===== config.mk =====
export PLATFORM = sky130hd
export DESIGN_NAME = hgmm_ctrl
export DESIGN_NICKNAME = d
export VERILOG_FILES = /design/src/design/hgmm_pkg.sv /design/src/design/hgmm_ctrl.sv
export SDC_FILE = /design/constraint.sdc
export NUM_CORES = 1
export LEC_CHECK = 0
export ABC_CLOCK_PERIOD_IN_PS = 3250
export BUFFER_PORTS_ARGS = -buffer_cell sky130_fd_sc_hd__buf_2
export CORE_AREA = 2 2 39 41
export DETAILED_ROUTE_END_ITERATION = 6
export DIE_AREA = 0 0 41 43
export PLACE_DENSITY = 0.65
export SLEW_MARGIN = 20
export SYNTH_ARGS = -nofsm -noshare
export SYNTH_HDL_FRONTEND = slang
export SYNTH_SLANG_ARGS = --single-unit

===== constraint.sdc =====
create_clock -name i_clk -period 3.25 [get_ports i_clk]
set_clock_uncertainty 0.1 [all_clocks]
set_input_delay 0.1625 -clock i_clk [delete_from_list [all_inputs] [get_ports i_clk]]
set_output_delay 0.1625 -clock i_clk [all_outputs]
set_load 0.01 [all_outputs]

===== src/design/hgmm_pkg.sv =====
`timescale 1ns / 1ps
`default_nettype none
// ----------------------------------------------------------------------------
// hgmm_pkg
// Shared types and constants of the height grid min-max normalizer.
// ----------------------------------------------------------------------------
package hgmm_pkg;

    // grid geometry; a cell lives at row * MAX_COLS + col
    localparam int COL_W    = 7;
    localparam int ROW_W    = 7;
    localparam int MAX_COLS = 2 ** COL_W;
    localparam int MAX_ROWS = 2 ** ROW_W;
    localparam int ADDR_W   = COL_W + ROW_W;
    localparam int DEPTH    = MAX_COLS * MAX_ROWS;

    localparam int SMP_W = 8;
    localparam int VAL_W = 16;
    localparam int CFG_W = 16;
    localparam int IDX_W = 2;

    // divider: magnitude of the scaled numerator stays below 2**24
    localparam int DIV_W     = 24;
    localparam int CNT_W     = $clog2(DIV_W);
    localparam int PROD_W    = 26;
    localparam int FLAT_DIVS = 255;
    localparam int FLAT_RND  = 127;

    typedef enum logic [1:0] {
        OP_WRITE = 2'd0,
        OP_READ  = 2'd1,
        OP_CLEAR = 2'd2,
        OP_NONE  = 2'd3
    } t_op;

    typedef enum logic [IDX_W-1:0] {
        REG_WIDTH  = 2'd0,
        REG_HEIGHT = 2'd1,
        REG_RLOW   = 2'd2,
        REG_RHIGH  = 2'd3
    } t_reg;

    typedef struct packed {
        logic accept;    // take the input transaction
        logic mul;       // form numerator and flat flag
        logic ld;        // load the divider
        logic step;      // one divider iteration
        logic fin;       // offset and saturate the quotient
        logic load_out;  // move the result into the output register
    } t_cmd;

    typedef struct packed {
        logic rd_go;     // offered transaction is an in-bounds read
        logic out_free;  // output register can take a result
    } t_stat;

endpackage
`default_nettype wire


===== src/design/hgmm_ctrl.sv =====
`timescale 1ns / 1ps
`default_nettype none
// ----------------------------------------------------------------------------
// hgmm_ctrl
// Sequencer: accept, multiply, iterative divide, finish (reads), hand off result.
// ----------------------------------------------------------------------------
module hgmm_ctrl (
    input  wire logic            i_clk,
    input  wire logic            i_rst_n,
    input  wire logic            i_valid,
    output logic                 o_ready,
    input  hgmm_pkg::t_stat      i_stat,
    output hgmm_pkg::t_cmd       o_cmd
);

    typedef enum logic [5:0] {
        S_IDLE = 6'b000001,
        S_MUL  = 6'b000010,
        S_LD   = 6'b000100,
        S_DIV  = 6'b001000,
        S_FIN  = 6'b010000,
        S_DONE = 6'b100000
    } t_state;

    t_state r_state, n_state;
    logic [hgmm_pkg::CNT_W-1:0] r_cnt, n_cnt;

    always_comb begin
        n_state = r_state;
        n_cnt   = r_cnt;
        o_cmd   = '0;
        o_ready = 1'b0;
        case (r_state)
            S_IDLE: begin
                o_ready = 1'b1;
                if (i_valid) begin
                    o_cmd.accept = 1'b1;
                    n_state = i_stat.rd_go ? S_MUL : S_DONE;
                end
            end
            S_MUL: begin
                o_cmd.mul = 1'b1;
                n_state = S_LD;
            end
            S_LD: begin
                o_cmd.ld = 1'b1;
                n_cnt   = '0;
                n_state = S_DIV;
            end
            S_DIV: begin
                o_cmd.step = 1'b1;
                n_cnt = r_cnt + 1'b1;
                if (r_cnt == hgmm_pkg::CNT_W'(hgmm_pkg::DIV_W - 1)) begin
                    n_state = S_FIN;
                end
            end
            S_FIN: begin
                o_cmd.fin = 1'b1;
                n_state = S_DONE;
            end
            S_DONE: begin
                // hold until the output register drains
                if (i_stat.out_free) begin
                    o_cmd.load_out = 1'b1;
                    n_state = S_IDLE;
                end
            end
            default: begin
                n_state = S_IDLE;
            end
        endcase
    end

    always_ff @(posedge i_clk) begin
        if (!i_rst_n) begin
            r_state <= S_IDLE;
            r_cnt   <= '0;
        end else begin
            r_state <= n_state;
            r_cnt   <= n_cnt;
        end
    end

endmodule
`default_nettype wire


# Word level (Yosys, flattened, before mapping)
# Cells that the tools add are included.
op_classes:
  n_addsub: 1
  eq_ne: 10
  muxes: 15
  reduce_logical: 2
ops:
  columns: ["operator", "count"]
  rows:
  - ["$pmux 6 s6", 1]
  - ["$mux 6", 4]
  - ["$pmux 5 s2", 1]
  - ["$mux 1", 9]
  - ["$eq 6x1->1 const B", 1]
  - ["$eq 6x2->1 const B", 1]
  - ["$eq 6x3->1 const B", 1]
  - ["$eq 6x4->1 const B", 1]
  - ["$eq 6x5->1 const B", 1]
  - ["$eq 6x6->1 const B", 1]
  - ["$ne 2x2->1 const B", 3]
  - ["$add 5x1->5 const B", 1]
  - ["$eq 5x5->1 const B", 1]
  - ["$reduce_and 3->1", 1]
  - ["$reduce_bool 2->1", 1]
totals:
  regBits: 11
  inputBits: 5
  out_inout_bits: 7

# Logic depth before layout (Yosys ltp)
depth:
  word_depth: 3
  ltp_mapped: 6
  mapped_depth_nobuf: 5

# Worst setup path after synthesis
# Ideal clock, no wire load.
synth_path:
  kind: "register to register"
  from: "reg r_state[0]"
  to: "reg r_cnt[2] (netlist bit)"
  setup_time_ps: 116
  arrival_ps: 1227
  path_slack_ps: 1807
  stages_incl_launch_ff: 5
  synth_period_minus_slack_ps: 1443
  path_cell_list: "dfxtp_1 or4_4 nor2_4 o211ai_1 and3b_1"
synth_via:
  elab_chain_cells: 2
synth_rtl:
  columns: ["element", "line_no", "rtl"]
  rows:
  - ["from (decl)", "hgmm_ctrl.sv:25", "t_state r_state, n_state;"]
  - ["from (signal assigned)", "hgmm_ctrl.sv:79", "r_state <= n_state;"]
  - ["$eq 6x4->1 or $eq 6x3->1 (tied branches)", "hgmm_ctrl.sv:33", "case (r_state)"]
  - ["$pmux 5 s2 or $reduce_bool 2->1 (tied branches)", null, null]
  - ["to (signal assigned)", "hgmm_ctrl.sv:80", "r_cnt <= n_cnt;"]
  - ["to (decl)", "hgmm_ctrl.sv:26", "logic [hgmm_pkg::CNT_W-1:0] r_cnt, n_cnt;"]
# Several ways; a longest one is shown, not always the timed one.
# A chain may end at the register's enable or synchronous reset.

==> flow_metrics.tcl <==
set metrics [dict create \
    critical_path.max_stage_delay_ps 370 \
    maxCapViolations 0 \
    drt-initial-drc-count 3 \
    post-route-period-util_pct 53.7 \
    synth.avg_cell_area_sq_um 8.25 \
    cts_made_buffers 3 \
    worstSetupStartpointType "flop" \
    grtUsageTotal_pct 16.7 \
    routabilityCongestion 0.744 \
    finalSetupViolCount 0 \
    ys_top_cells_by_count "11 x dfxtp_1, 11 x nor2_1, 8 x nand2_1" \
    relSlewSlack_pct 75.4 \
    seqPwrFrac_pct 47.2 \
    cts_hold_buf 0 \
    r2r_end "r_cnt[2]$_SDFFE_PN0P_" \
    synth_warnings 0 \
    drc 0 \
    worstSetupEndpoint "o_cmd[4]" \
    synth_cells 71 \
    wirelength_um 1160 \
    rsz0062_at_grt "no" \
    cts_resized 0 \
    cp_max_fo 8 \
    setup_tns_ps 0 \
    h-tree-depth 1 \
    final_nets 92 \
    synth_edf_count 0 \
    irDropWorstVdd_v 0.000198 \
    max_freq_mhz 573 \
    cts_setup_buffers 0 \
    ys_seq_area_share_pct 37.6 \
    fin_hold_ws_ps 37.4 \
    period_minus_slack_ps 1750 \
    crit_path_end_kind "output port" \
    hpwl_um 887 \
    worst_r2r_path_depth 4 \
    antennaDiodeCount 0 \
    min_path_cells 3 \
    slowest_stage "dfxtp_1" \
    drv_slew 0 \
    r2r_start "r_state[0]$_SDFFE_PN1P_" \
    path_cells "nor2_1 -> nand2_1 -> nor3b_1 -> buf_2" \
    ys_types 27 \
    synth.area.top_cells "dfxtp_1 38%, nor2_1 7.1%, nand2_1 5.1%, nand4b_1 4.5%, nor3b_1 3.8%" \
    place_area_sq_um 649 \
    post-place-ws_ps 1720 \
    synth_top_cell_area_share_pct 37.6 \
    cts_tree "yes" \
    netlist_area_sq_um 586 \
    insertion_delay_ps 270 \
    synthArstFlopShare_pct 0 \
    synth_nets 77 \
    synth_top_cell_by_area "dfxtp_1" \
    leakagePower_uw 0.000317 \
    ys_seq_elements 11 \
    grt_pass1_vias 464 \
    io_pins 12 \
    switching_share_pct 32.4 \
    dieArea_sq_um 1760 \
    cp.depth 4 \
    die_y_um 43 \
    cts_buffer_depth 2 \
    final_area_sq_um 676 \
    grt_pass1_wl_um 1930 \
    worst_slew_pin_slew_ps 369 \
    p_int_uw 227 \
    antenna_found_initial 0 \
    drt-wirelength-per-cell_um 11.5 \
    synth-main-ff-cell "dfxtp_1" \
    drive_gt1_share_pct 18.8 \
    hold_path.class "primary input to flop" \
    fin_ws_ps 1500 \
    areaGrowthSynthToFinish_pct 15.4 \
    clkTransAtPathRegs_ps 70 \
    critPathArrivalTime_ps 1480 \
    ctsRootBufferMaster "clkbuf_4" \
    cp_num_buf_inv 1 \
    powerDensity_nw_per_um2 497 \
    ant_nets 0 \
    clkPwrFrac_pct 27.3 \
    core_area_sq_um 1380 \
    drt_pass1_iterations 4 \
    status "completed" \
    worstSetupPathType "flop to output port" \
    finalHoldViolCount 0 \
    numPortBuffers 11 \
    power_switching_uw 109 \
    cts.sinks 11 \
    viasPerCell 5.40 \
    grt_overflow 0 \
    required_ps 2990 \
    grt_max_degree 9 \
    rows 14 \
    fin_util_pct 48.8 \
    vias 545 \
    die_w_um 41 \
    cp-startpoint "r_state[5]$_SDFFE_PN0P_" \
    start_util_pct 42.3 \
    ff2ff_setup_slack_ps 1700 \
    cpLargestDelayFamily "simple AND/OR/NAND/NOR gates" \
    pwr-share-comb_pct 25.5 \
]
## worst min-delay path by stage
stage	startpoint	to	slack (ps)
after floorplan	i_stat[1]	r_state[1]$_SDFFE_PN0P_	180
after global placement	i_stat[1]	r_state[1]$_SDFFE_PN0P_	320
after detailed placement	i_stat[1]	r_state[1]$_SDFFE_PN0P_	320
after CTS	i_stat[1]	r_state[1]$_SDFFE_PN0P_	30
after global routing	i_stat[1]	r_state[1]$_SDFFE_PN0P_	30
final	i_stat[1]	r_state[1]$_SDFFE_PN0P_	40
## cell type report
class / count / area [sq um]
inverter: 4 / 15.0
clock buffer: 4 / 26.3
fill: 132 / 708
tap: 16 / 20.0
sequential: 11 / 220
multi-input combinational: 55 / 339
timing repair buffer: 11 / 55.1
## kinds of logic (layout without fill, tap and decap cells)
group                    count (synthesis)  after routing  synth area share (%)
AO/OA/AOI/OAI                           12             12                  14.5
XOR/XNOR                                 3              3                  4.49
adder cells (fa/ha/maj)                  1              1                  2.14
buffers and inverters                    5             19                  4.49
flip-flops                              11             11                  37.6
AND/OR/NAND/NOR                         39             39                  36.8
## per-stage QoR
stage               power [uW]  instances
floorplan                  221         71
global placement           249         97
detailed placement         247         97
CTS                        340        101
global route               362        101
finish                     336        101
## placed cells by master, fill, tap and decap left out, drive strengths merged
cell,count
inv,4
nand4b,3
o211a,1
nand3,3
and3b,1
xnor2,1
o221ai,1
and3,3
and2,1
xor2,2
clkbuf,4
o211ai,1
a21boi,1
nor3,3
dfxtp,11
or4,1
nor2,12
o21a,2
nand2,8
a21oi,2
a211oi,1
o21ai,2
ha,1
o41ai,1
buf,11
nor3b,3
nor4b,1
## power by group through the flow
stage                     sequential (uW)  clock (uW)  combinational (uW)
after floorplan                       157           0                64.0
after global placement                162           0                87.3
after detailed placement              161           0                86.0
after CTS                             158        95.3                86.5
after global routing                  160         105                96.6
final                                 158        91.7                85.6
## tightest hold or removal path: cells and delay by family
family	cells	cell delay [ps]
buffers and inverters	1	100
AND/OR/NAND/NOR	2	100
## registers in the layout, summed over array words and instances, names as in the netlist
signal   count
r_cnt        5
r_state      6
## routing by layer
layer,wire (um),vias to the layer above,track usage (%)
met4,37,0,12.0
met2,548,14,24.4
li1,-,279,-
met3,43,5,3.14
met5,0,-,0
met1,531,247,20.9
Note: power is estimated with default switching activity, not from simulation.
